<file path="src/hdl/stable_descending_key_sort_unit_defines.svh">
// ----------------------------------------------------------------------------
// Assertion macros for the stable descending key sort unit
// Shared wrappers so that every check uses the same clock and reset handling.
// ----------------------------------------------------------------------------
`ifndef STABLE_DESCENDING_KEY_SORT_UNIT_DEFINES_SVH
`define STABLE_DESCENDING_KEY_SORT_UNIT_DEFINES_SVH

// Check sampled on the rising edge of clk, switched off while rst is high.
`define SKSU_ASSERT(label, prop, msg) \
  label: assert property (@(posedge clk) disable iff (rst) (prop)) else $error(msg);

// Check sampled on the rising edge of clk that also holds during reset.
`define SKSU_ASSERT_ALWAYS(label, prop, msg) \
  label: assert property (@(posedge clk) (prop)) else $error(msg);

`endif

</file>
<file path="src/hdl/sksu_pkg.sv">
// ----------------------------------------------------------------------------
// sksu_pkg
// Shared types and fixed field widths of the stable descending key sort unit.
// ----------------------------------------------------------------------------
`timescale 1ns / 1ps
`default_nettype none

package sksu_pkg;

  // Fixed widths of the stream fields.
  localparam int FIELD_W     = 16;
  localparam int KEY_OUT_W   = 17;
  localparam int IN_TDATA_W  = 48;
  localparam int OUT_TDATA_W = 72;

  // Key selection codes for the configuration register.
  localparam logic KEY_LONGEST = 1'b0;
  localparam logic KEY_SUM     = 1'b1;

  // Control broadcast from the sequencer to every cell of the chain.
  typedef struct packed {
    logic insert;  // a rectangle is being placed into the chain
    logic drain;   // the chain moves one place towards the output
  } cell_ctrl_t;

endpackage

`default_nettype wire

</file>
<file path="src/hdl/sksu_cell.sv">
// ----------------------------------------------------------------------------
// sksu_cell
// One slot of the insertion chain: holds one entry and its key.
// ----------------------------------------------------------------------------
`timescale 1ns / 1ps
`default_nettype none

module sksu_cell
  import sksu_pkg::*;
#(
  parameter int KEY_W  = 17,
  parameter int DATA_W = 48
) (
  input  logic              clk,
  input  cell_ctrl_t        ctrl,
  input  logic              occupied,
  input  logic [KEY_W-1:0]  new_key,
  input  logic [DATA_W-1:0] new_data,
  input  logic              prev_moves,
  input  logic [KEY_W-1:0]  prev_key,
  input  logic [DATA_W-1:0] prev_data,
  input  logic [KEY_W-1:0]  next_key,
  input  logic [DATA_W-1:0] next_data,
  output logic              moves,
  output logic [KEY_W-1:0]  key,
  output logic [DATA_W-1:0] data
);

  logic [DATA_W-1:0] data_q;

  // A strictly greater key displaces this entry, so equal keys stay in
  // arrival order. An empty slot always gives way.
  assign moves = !occupied || (new_key > key);
  assign data  = data_q;

  always_ff @(posedge clk) begin
    if (ctrl.drain) begin
      key    <= next_key;
      data_q <= next_data;
    end else if (ctrl.insert && moves) begin
      if (prev_moves) begin
        key    <= prev_key;
        data_q <= prev_data;
      end else begin
        key    <= new_key;
        data_q <= new_data;
      end
    end
  end

endmodule

`default_nettype wire
</file>
<file path="config.mk">
export PLATFORM = sky130hd
export DESIGN_NAME = sksu_cell
export DESIGN_NICKNAME = d
export VERILOG_FILES = /design/src/hdl/stable_descending_key_sort_unit_defines.svh /design/src/hdl/sksu_pkg.sv /design/src/hdl/sksu_cell.sv
export SDC_FILE = /design/constraint.sdc
export NUM_CORES = 1
export LEC_CHECK = 0
export BUFFER_PORTS_ARGS = -buffer_cell sky130_fd_sc_hd__clkbuf_2
export CAP_MARGIN = 20
export CORE_AREA = 2 2 102 104
export CTS_BUF_LIST = sky130_fd_sc_hd__clkbuf_2 sky130_fd_sc_hd__clkbuf_4 sky130_fd_sc_hd__clkbuf_8
export DETAILED_ROUTE_END_ITERATION = 6
export DIE_AREA = 0 0 104 106
export PLACE_DENSITY = 0.74
export SLEW_MARGIN = 0
export SYNTH_ARGS = -nofsm -noshare
export SYNTH_HDL_FRONTEND = slang
export SYNTH_SLANG_ARGS = --single-unit
</file>
<file path="constraint.sdc">
create_clock -name clk -period 4.8 [get_ports clk]
set_input_delay 0.24 -clock clk [delete_from_list [all_inputs] [get_ports clk]]
set_output_delay 0.24 -clock clk [all_outputs]
set_load 0.05 [all_outputs]
</file>
==> impl_results.md, run 1 <==
* Number of I/O pins at around 270
* Worst path slowest cell: a21o_2
* Layout cells sized above 1 at between 40% and 50%
* Max-slew headroom at between 20% and 30%
* Post-synth cell types at 20
* RSZ-0062 raised after global routing: no
* Fin nets at 815
* Crit Path Category: reg2reg
* Sequential fraction of the synthesis area at 52.5%
* #FFs+latches synth at 65
* H-tree depth at 3
* Largest net degree at the start of global routing at 80
* DP Area at ~5100 µm²
* First-pass GRT wire length at approximately 16 mm
* HPWL Detailed at roughly 8.6 mm
* Clock Tree Root: clkbuf_8
* Mapped Nets at 558
* Crit. End Element: register
* Worst hold-check path type: in2reg
* Final worst-path cycle share at roughly 70%
* Final min period at around 3300 ps
* WP data required at between 4000 and 5000 ps
* Clock latency on the worst-skew pair at around 330 ps
* DRT Pass-1 Iters at 4
* Slew of the pin with the lowest slew margin at 1090 ps
* Peak Freq at between 0.3 and 0.4 GHz
* CTS tree: built
* Max FO, Critical Path at 37
* Setup ws final at 1480 ps
* Total power at approximately 1.6 mW
* Cell area after layout at 5280 µm²
* Core area at between 9000 and 10000 µm²
* Clk sink count at 65
* Vias per inst at around 4.7
* CP top delay family: compound AO/OA/AOI/OAI gates
* Post-route ant nets at 0
* Die Area at 11000 µm²
* 1st-iter DRT viols at approximately 160
* Setup Skew at a little over 9 ps
* Die width at between 100 and 150 µm
* Netlist Area Pre-Place at between 3000 and 4000 µm²
* Worst setup SP type: register
* Warnings from Yosys at 0
* DP Worst Slack at 1480 ps
* Top cell type's share of synthesized area at about 53%
* Final hold slack at 185 ps
* Setup TNS at 0 ps
* Starting density of the core at 37.1%
* Clock slew at reported path FFs at 70 ps
* Fill count at 968
* Synth top area cells: edfxtp_1, mux2i_1, o21ai_0
* I/O Buffers at ~270
* Bufs and invs on worst path at 2
* Fin. Hold Viols at 0
* Antenna cells at 0
* Final setup violation count at 0
* Post-synthesis cell count at around 340
* CP cell instances: inv_1, ha_1, nand4_1, nor4_1, a221o_1, o41a_1, a21o_2, buf_4
* DIE HEIGHT at 106 µm
* Slowest stage delay, CP at just under 700 ps
* Cts bufs inserted at 9
* Total Routing Usage GR at 18.8%
* CTS max path bufs at 2
* Gr ovfl total at 0
* Post-CTS Hold Fix Bufs at 0
* Max Slew Vio Count at 0
* Run status: complete, no violations
* Post-CTS Setup Bufs at 0
* Leak Pwr at 2.74 nW
* Number of global-route vias before repair at 3491
* Cell area power density at approximately 300 nW/µm²
* CTS resizes at 0
* Post-route DRC at 0
* Mean Syn Cell Area at ~11 µm²
* Initial antenna violation count at 0
* Maximum vdd drop at approximately 0.12 mV
* Worst EP arrival at ~3300 ps
* Routed WL per cell at approximately 14 µm
* MaxCap Viol Count at 0
* Vias at between 3k and 4k
* Post-synth top area cell: edfxtp_1
* RD Place Congestion at between 0.9 and 1
* Final WL at 10.6 mm
* Area added between synthesis and finish at 42.2%
* Rows at 37
==> cells by family after synthesis <==
logic type,after synthesis,synth area share (%)
compound gates,79,11.4
fa+ha+maj,17,5.73
flops,65,52.5
mux,65,17.5
simple gates,76,8.15
buf+inv,39,4.68
==> cell usage in the layout (no fill, tap or decap), types with 4 or more instances in the layout <==
cell,instances
edfxtp_1,65
o21ai_0,65
buf_4,4
nand4_1,4
mux2i_1,65
nand2_1,67
clkbuf_8,9
inv_1,18
ha_1,17
nand3_1,4
clkbuf_2,263
a21oi_1,6
==> Yosys cell counts <==
| library cell | instances |
|---|---|
| a211oi_1 | 1 |
| a21o_1 | 3 |
| a21oi_1 | 6 |
| a221o_1 | 1 |
| buf_2 | 7 |
| clkbuf_1 | 12 |
| clkbuf_8 | 1 |
| dlymetal6s2s_1 | 1 |
| edfxtp_1 | 65 |
| ha_1 | 17 |
| inv_1 | 18 |
| mux2i_1 | 65 |
| nand2_1 | 67 |
| nand3_1 | 4 |
| nand4_1 | 4 |
| nor4_1 | 1 |
| o21a_1 | 1 |
| o21ai_0 | 65 |
| o41a_1 | 1 |
| o41ai_1 | 1 |
==> layout make-up <==
cell class              count  area (µm²)  area share (%)
flip-flops and latches     65        1950            37.0
multi-input cells         237        1590            30.1
repair buffers            267        1350            25.5
well taps                 136         170            3.22
clock buffers              10         131            2.49
inverters                  18        67.6            1.28
clock inverters             5        23.8           0.450
==> per-layer routing <==
metal,GRT usage (%),wire length [µm],part of all wire (%),vias to the layer above
met3,5.64,753,7.1,8
met4,5.02,74,0.70,0
met5,0,0,0,-
met2,35.1,5620,53,153
li1,-,-,-,1753
met1,20.7,4170,39,1539
==> state kept, by name, summed over array words and instances (netlist names) <==
name,count
data,48
key,17
==> where the power goes <==
part	leakage, nW	internal [mW]	switching, mW
sequential	0.666	0.701	0.0205
combinational	1.99	0.160	0.363
clock	0.0781	0.184	0.194
total	2.74	1.05	0.578
==> metrics by stage <==
step           std cells  utilization, %
2_1_floorplan        341               -
3_3_place_gp         723            51.3
3_5_place_dp         723            51.3
4_1_cts              738            52.8
5_1_grt              738            52.8
6_report             738            52.8
==> final timing paths <==
check | cells past startpoint | endpoint | slack (ps) | from
worst max-delay path | 8 | data[31]$_DFFE_PP_ | 1480 | key[16]$_DFFE_PP_
worst min-delay path | 3 | data[38]$_DFFE_PP_ | 190 | next_data[38]
worst max register to register | 8 | data[31]$_DFFE_PP_ | 1480 | key[16]$_DFFE_PP_
worst min register to register | 4 | key[14]$_DFFE_PP_ | 1500 | key[0]$_DFFE_PP_
==> worst register-to-register path, cell delays in order, from the launching register on <==
cell	delay, ps
edfxtp_1	360
inv_1	70
ha_1	290
nand4_1	200
nor4_1	490
a221o_1	240
o41a_1	160
a21o_2	690
buf_4	480
Power figures use the tool's default switching activity.
==> inputs of run 2 (changes only) <==
--- a/config.mk
+++ b/config.mk
@@ -7,11 +7,11 @@
 export LEC_CHECK = 0
 export BUFFER_PORTS_ARGS = -buffer_cell sky130_fd_sc_hd__clkbuf_2
 export CAP_MARGIN = 20
-export CORE_AREA = 2 2 102 104
+export CORE_MARGIN = 2
+export CORE_UTILIZATION = 38
 export CTS_BUF_LIST = sky130_fd_sc_hd__clkbuf_2 sky130_fd_sc_hd__clkbuf_4 sky130_fd_sc_hd__clkbuf_8
 export DETAILED_ROUTE_END_ITERATION = 6
-export DIE_AREA = 0 0 104 106
-export PLACE_DENSITY = 0.74
+export PLACE_DENSITY = 0.77
 export SLEW_MARGIN = 0
 export SYNTH_ARGS = -nofsm -noshare
 export SYNTH_HDL_FRONTEND = slang
==> constraint.sdc (replaced) <==
create_clock -name clk -period 2.8 [get_ports clk]
set_input_delay 0.14 -clock clk [delete_from_list [all_inputs] [get_ports clk]]
set_output_delay 0.14 -clock clk [all_outputs]
set_load 0.05 [all_outputs]
==> run 2 against run 1 <==
Worst hold slack got worse by 110 ps. Largest cell class unchanged. Die area decreased by 4.0%. First-iteration DRC count decreased by 60%. Cell count unchanged. Register-to-register slack got worse by 1100 ps.
==> impl_results.md, run 2 (synthesis gave the netlist of run 1 again) <==
* Antenna cells at 0 (unchanged)
* Area added between synthesis and finish at 45.1%
* Post-CTS Hold Fix Bufs at 0 (unchanged)
* CTS tree: built
* Core area at 9640 µm² (-3.6%)
* Die width at 103 µm (-1.1%)
* DRT Pass-1 Iters at 4 (unchanged)
* RR Startpoint: key[14]$_DFFE_PP_
* Number of I/O pins at 266 (unchanged)
* Final hold slack at 77.9 ps (-108 ps)
* Starting density of the core at 38.5% (+1.4 points)
* Worst path slowest cell: o41a_4
* RSZ-0062 raised after global routing: no
* Max FO, Critical Path at 4 (-89%)
* Maximum vdd drop at 0.270 mV (+120%)
* Total Routing Usage GR at 18.6% (-0.13 points)
* DP Worst Slack at 116 ps (-1370 ps)
* Leak Pwr at 2.78 nW (+1.4%)
* Cts bufs inserted at 9 (unchanged)
* Crit Path Category: reg2out
* Slowest stage delay, CP at 460 ps (-230 ps)
* Origin of the worst min-delay path: next_data[24]
* Final min period at 2470 ps
* Die Area at 10600 µm² (-4.0%)
* Run status: complete, no violations
* H-tree depth at 3 (unchanged)
* Internal at 1.91 mW (+82%)
* Fin. Hold Viols at 0 (unchanged)
* Max Slew Vio Count at 0 (unchanged)
* Clock Tree Root: clkbuf_8
* Worst hold-check path type: in2reg
* Sequential share of power at 42.4% (-2.1 points)
* CTS max path bufs at 2 (unchanged)
* Worst setup SP type: register
* Number of global-route vias before repair at 3190 (-8.6%)
* 1st-iter DRT viols at 66 (-60%)
* DIE HEIGHT at 103 µm (-3.0%)
* CP cell instances: inv_1, ha_1, nand4_1, nor4_2, a221o_1, o41a_4, clkbuf_2
* RD Place Congestion at 0.917 (-4.3%)
* HPWL Detailed at 8.41 mm (-2.0%)
* R2R cell count at 7 (-1)
* Final WL at 10.6 mm (+0.10%)
* Finished Core Util at 55.9% (+3.1 points)
* Max FFs per register at 48 (unchanged)
* Fin nets at 817 (+0.25%)
* Setup ws final at 328 ps (-1150 ps)
* Min-Delay Path Depth at 3 (unchanged)
* Routed WL per cell at 14.4 µm (+0.10%)
* Vias at 3487 (+0.98%)
* Slew of the pin with the lowest slew margin at 626 ps (-461 ps)
* Post-route ant nets at 0 (unchanged)
* Crit. End Element: output pin
* Post-CTS Setup Bufs at 0 (unchanged)
* Rows at 36 (-2.7%)
* Switching component of the power at 1.01 mW (+75%)
* Clock slew at reported path FFs at 70 ps (about the same)
* Peak Freq at slightly above 0.4 GHz
* MaxCap Viol Count at 0 (unchanged)
* Final worst-path cycle share at about nine tenths
* WHS Endpoint: data[24]$_DFFE_PP_
* Bufs and invs on worst path at 2 (unchanged)
* Setup Skew at 8.21 ps (-0.955 ps)
* Gr ovfl total at 0 (unchanged)
* Vias per inst at 4.72 (+0.98%)
* Combinational power share at 31.3% (-0.9 points)
* Post-route DRC at 0 (unchanged)
* Initial antenna violation count at 0 (unchanged)
* First-pass GRT wire length at 14.8 mm (-10%)
* Layout cells sized above 1 at 47.8% (+1.3 points)
* Clk sink count at 65 (unchanged)
* Largest net degree at the start of global routing at 69 (-14%)
* Most frequent cells in the layout: clkbuf_2, nand2_1, mux2i_1, o21ai_0, edfxtp_1
* WP data required at 2660 ps (-2130 ps)
* Worst EP arrival at 2330 ps (-990 ps)
* Worst r2r dst: key[2]$_DFFE_PP_
* Flop-to-flop setup slack at 380 ps (-1100 ps)
* I/O Buffers at 265 (unchanged)
* Final setup violation count at 0 (unchanged)
* Sw Ratio at 34.6% (-0.95 points)
* Cell area power density at 541 nW/µm² (+76%)
* Clock latency on the worst-skew pair at 330 ps (about the same)
* Clock network fraction of design power at 26.3% (+3.0 points)
* Most common cell after layout, fill and taps aside: clkbuf_2
* Total power at 2.92 mW (+80%)
* CP top delay family: compound AO/OA/AOI/OAI gates
* Max-slew headroom at 58.3% (+31 points)
[run 2: cell count changes in the layout (fill, tap and decap cells not counted), sizes merged]
cell      change
bufinv        +1
buf           +1
clkinvlp      -1
a21o          +1
clkbuf        +1
[run 2: what timing repair did]
action / CTS / global route
resized for setup: 0 / 1
hold endpoints to repair: 0 / 0
setup endpoints to repair: 0 / 65
[run 2: layer usage]
layer	GRT usage, %	wire, µm	up-vias
met3	5.02	831	18
li1	-	-	1760
met2	33.9	5420	167
met1	20.4	4180	1542
met5	0	0	-
met4	8.20	197	0
[run 2: worst min-delay path: stages]
cell,delay [ps]
clkbuf_2,70
nand2_1,40
o21ai_0,50
[run 2: final cells by class]
class / instances / area [µm²]
fill: 898 / 4250
sequential: 65 / 1950
multi-input combinational: 238 / 1650
timing repair buffer: 268 / 1370
tap: 133 / 166
clock buffer: 11 / 139
inverter: 18 / 67.6
clock inverter: 5 / 46.3
[run 2: metrics by stage]
| stage | instance area [µm²] | TNS, ps | cells |
|---|---|---|---|
| detailed placement | 5190 | 0 | 721 |
| floorplan | 3760 | -931 | 341 |
| finish | 5390 | 0 | 738 |
| global placement | 5190 | 0 | 721 |
| global route | 5390 | 0 | 738 |
| CTS | 5380 | 0 | 737 |
[run 2: worst max path at each step]
stage	startpoint	end	slack, ps	cells past startpoint
floorplan	key[14]$_DFFE_PP_	data[0]$_DFFE_PP_	-10	7
global placement	key[16]$_DFFE_PP_	data[26]$_DFFE_PP_	280	7
detailed placement	key[16]$_DFFE_PP_	data[26]$_DFFE_PP_	120	7
CTS	key[16]$_DFFE_PP_	data[26]$_DFFE_PP_	90	7
global route	key[16]$_DFFE_PP_	moves	210	7
finish	key[14]$_DFFE_PP_	moves	330	7
[run 2: power by group through the flow]
stage | Combinational, mW | Sequential [mW] | Clock, mW
after floorplan | 0.247 | 1.62 | 0
after global placement | 0.894 | 1.25 | 0
after detailed placement | 0.914 | 1.26 | 0
after CTS | 0.917 | 1.24 | 0.793
after global routing | 0.978 | 1.25 | 0.829
final | 0.912 | 1.24 | 0.767
==> inputs of run 3 (changes only) <==
==> config.mk (replaced) <==
export PLATFORM = sky130hd
export DESIGN_NAME = sksu_cell
export DESIGN_NICKNAME = d
export VERILOG_FILES = /design/src/hdl/stable_descending_key_sort_unit_defines.svh /design/src/hdl/sksu_pkg.sv /design/src/hdl/sksu_cell.sv
export SDC_FILE = /design/constraint.sdc
export NUM_CORES = 1
export LEC_CHECK = 0
export CAP_MARGIN = 20
export CORE_AREA = 2 2 104 106
export CTS_BUF_LIST = sky130_fd_sc_hd__clkbuf_2 sky130_fd_sc_hd__clkbuf_4 sky130_fd_sc_hd__clkbuf_8
export DETAILED_ROUTE_END_ITERATION = 6
export DIE_AREA = 0 0 106 108
export DONT_BUFFER_PORTS = 1
export PLACE_DENSITY = 0.5
export SYNTH_ARGS = -nofsm -noshare
export SYNTH_HDL_FRONTEND = slang
export SYNTH_SLANG_ARGS = --single-unit
==> run 3 against run 2 <==
Worst hold slack worse by 69 ps. Register-to-register slack lost 40 ps. Largest cell class unchanged. Largest power group unchanged. Highest routed layer unchanged. Clock power increased by 27%. Power is 1.6% higher. Sequential power rose by 23%. Die area up 8.2%. Via count shrank 18%. Count of clock-buffer cells in the layout down 2. Clock skew increased by 1.4 ps. Core utilization down 8.3 points.
==> impl_results.md, run 3 (synthesis gave the netlist of run 1 again) <==
* Clk sink count at 65 (unchanged)
* DP Area at 3960 µm² (-24%)
* Antenna cells at 0 (unchanged)
* Fill count at 937 (+4.3%)
* RSZ-0062 raised after global routing: no
* Core area at 10200 µm² (+6.1%)
* Gr ovfl total at 0 (unchanged)
* Slowest stage delay, CP at 470 ps (about the same)
* Max Slew Vio Count at 0 (unchanged)
* Fin nets at 632 (-23%)
* CTS tree: built
* Bufs and invs on worst path at 1 (-1)
* Area added between synthesis and finish at 31.1%
* H-tree depth at 3 (unchanged)
* Worst EP arrival at 2500 ps (+170 ps)
* Final setup violation count at 0 (unchanged)
* Worst Setup SP: key[15]$_DFFE_PP_
* Rows at 37 (+2.8%)
* Worst r2r dst: data[16]$_DFFE_PP_
* Combinational power share at 15.8% (-16 points)
* Post-CTS Setup Bufs at 0 (unchanged)
* Fin. Hold Viols at 0 (unchanged)
* First-pass GRT wire length at 14.7 mm (-0.24%)
* Setup Skew at 9.58 ps (+1.36 ps)
* Register area at 1950 µm² (unchanged)
* Internal at 2.01 mW (+5.7%)
* Sequential share of power at 51.3% (+8.9 points)
* Total power at 2.96 mW (+1.6%)
* Starting density of the core at 36.3% (-2.2 points)
* Final min period at 2460 ps (-15.3 ps)
* Die Area at 11400 µm² (+8.2%)
* Origin of the worst min-delay path: next_key[5]
* Met3 Use GR at 7.05% (+2.0 points)
* Max-slew headroom at 65.8% (+7.5 points)
* Maximum vdd drop at 0.290 mV (+7.2%)
* Number of I/O pins at 266 (unchanged)
* Layout cells sized above 1 at 9.76% (-38 points)
* Vias at 2865 (-18%)
* RR Startpoint: key[15]$_DFFE_PP_
* Die width at 106 µm (+3.0%)
* Final WL at 10.3 mm (-3.2%)
* Vias per inst at 5.15 (+9.1%)
* CP Depth at 7 (unchanged)
* Crit Path Category: reg2reg
* Total Routing Usage GR at 17.0% (-1.7 points)
* WP data required at 2840 ps (+180 ps)
* Switching component of the power at 0.950 mW (-6.0%)
* Most common cell after layout, fill and taps aside: nand2_1
* Grt met2 use at 28.9% (-5.0 points)
* Post-route DRC at 0 (unchanged)
* DIE HEIGHT at 108 µm (+5.0%)
* Run status: complete, no violations
* Setup TNS at 0 ps (unchanged)
* Clock slew at reported path FFs at 70 ps (about the same)
* Met1 Use GR at 19.5% (-0.86 points)
* Sw Ratio at 32.1% (-2.6 points)
* Final worst-path cycle share at 87.7% (-0.55 points)
* Flop-to-flop setup slack at 340 ps (-40 ps)
* Cell area power density at 608 nW/µm² (+12%)
* Leak Pwr at 2.00 nW (-28%)
* Finished Core Util at 47.6% (-8.3 points)
* Slew of the pin with the lowest slew margin at 514 ps (-111 ps)
* Cts bufs inserted at 9 (unchanged)
* R2R cell count at 7 (unchanged)
* CP cell instances: inv_2, ha_4, nand4_1, nor4_2, a221o_1, o41a_4, a21o_4
* Routed WL per cell at 18.5 µm (+28%)
* 1st-iter DRT viols at 143 (+120%)
* Max FO, Critical Path at 33 (+29)
* Cell area after layout at 4870 µm² (-9.6%)
* Worst path slowest cell: o41a_4
* Clock Tree Root: clkbuf_8
* MaxCap Viol Count at 0 (unchanged)
* CTS max path bufs at 2 (unchanged)
* I/O Buffers at 0 (-100%)
* Top Usage Layer GRT: met2
* DRT Pass-1 Iters at 4 (unchanged)
* Clock latency on the worst-skew pair at 340 ps (about the same)
* Peak Freq at 0.407 GHz (+0.62%)
* Post-route ant nets at 0 (unchanged)
* Most frequent cells in the layout: nand2_1, mux2i_1, o21ai_0, edfxtp_1, dlygate4sd3_1
* Worst hold-check path type: in2reg
* Crit. End Element: register
* Area of the multi-input gates at 1650 µm² (unchanged)
* Largest net degree at the start of global routing at 132 (+91%)
* Worst setup SP type: register
* Number of global-route vias before repair at 2864 (-10%)
* Crit path to: data[16]$_DFFE_PP_
* Clock network fraction of design power at 32.9% (+6.6 points)
* CP top delay family: compound AO/OA/AOI/OAI gates
* RD Place Congestion at 0.757 (-17%)
* Initial antenna violation count at 0 (unchanged)
* Max FFs per register at 48 (unchanged)
* HPWL Detailed at 6.94 mm (-18%)
## run 3: cell count changes in the layout (fill, tap and decap cells not counted)
cell,before,now
clkbuf_2,263,0
clkinv_1,3,1
bufinv_16,1,3
clkinvlp_4,0,1
buf_12,1,0
clkinv_4,0,2
clkbuf_4,2,0
dlygate4sd3_1,0,65
clkinv_2,1,0
buf_4,4,18
## run 3: routing by layer
metal | wire length (µm) | share of wire [%]
met3 | 953 | 9.3
met5 | 0 | 0
met2 | 5130 | 50
met4 | 131 | 1.3
met1 | 4080 | 40
## run 3: final cells by class
class,instances,share of cell area [%]
flip-flops and latches,65,40.1
multi-input cells,238,33.9
repair buffers,83,16.1
well taps,136,3.49
clock buffers,9,2.54
clock inverters,7,2.44
inverters,18,1.39
## run 3: power groups by stage
stage | Sequential (mW) | Combinational [mW] | Clock (mW)
after floorplan | 1.62 | 0.247 | 0
after global placement | 1.55 | 0.386 | 0
after detailed placement | 1.54 | 0.394 | 0
after CTS | 1.53 | 0.464 | 1.00
after global routing | 1.53 | 0.515 | 1.05
final | 1.52 | 0.468 | 0.975
## run 3: worst min-delay path by stage
stage                                     to  slack [ps]  cells past startpoint
final                       key[5]$_DFFE_PP_           9                      2
after global routing       data[0]$_DFFE_PP_           1                      1
after CTS                 data[43]$_DFFE_PP_         0.3                      2
after detailed placement  data[30]$_DFFE_PP_         340                      2
after global placement    data[26]$_DFFE_PP_         340                      2
after floorplan            key[14]$_DFFE_PP_         330                      2
## run 3: worst reg2reg max path, cell delays in order (launching register included)
cell	delay [ps]
edfxtp_1	410
inv_2	90
ha_4	200
nand4_1	190
nor4_2	90
a221o_1	320
o41a_4	470
a21o_4	370
## run 3: repair_timing
item	4_1_cts	5_1_grt
gates resized for setup	0	1
hold buffers	65	0
hold endpoints to repair	41	0
setup endpoints to repair	0	65
## run 3: per-stage QoR
step | setup WS, ps | hold slack [ps] | std cells
after detailed placement | 134 | 343 | 474
after CTS | 78.3 | 0.261 | 555
after global routing | 172 | 1.36 | 556
after global placement | 222 | 335 | 474
after floorplan | -14.3 | 327 | 341
final | 343 | 8.76 | 556
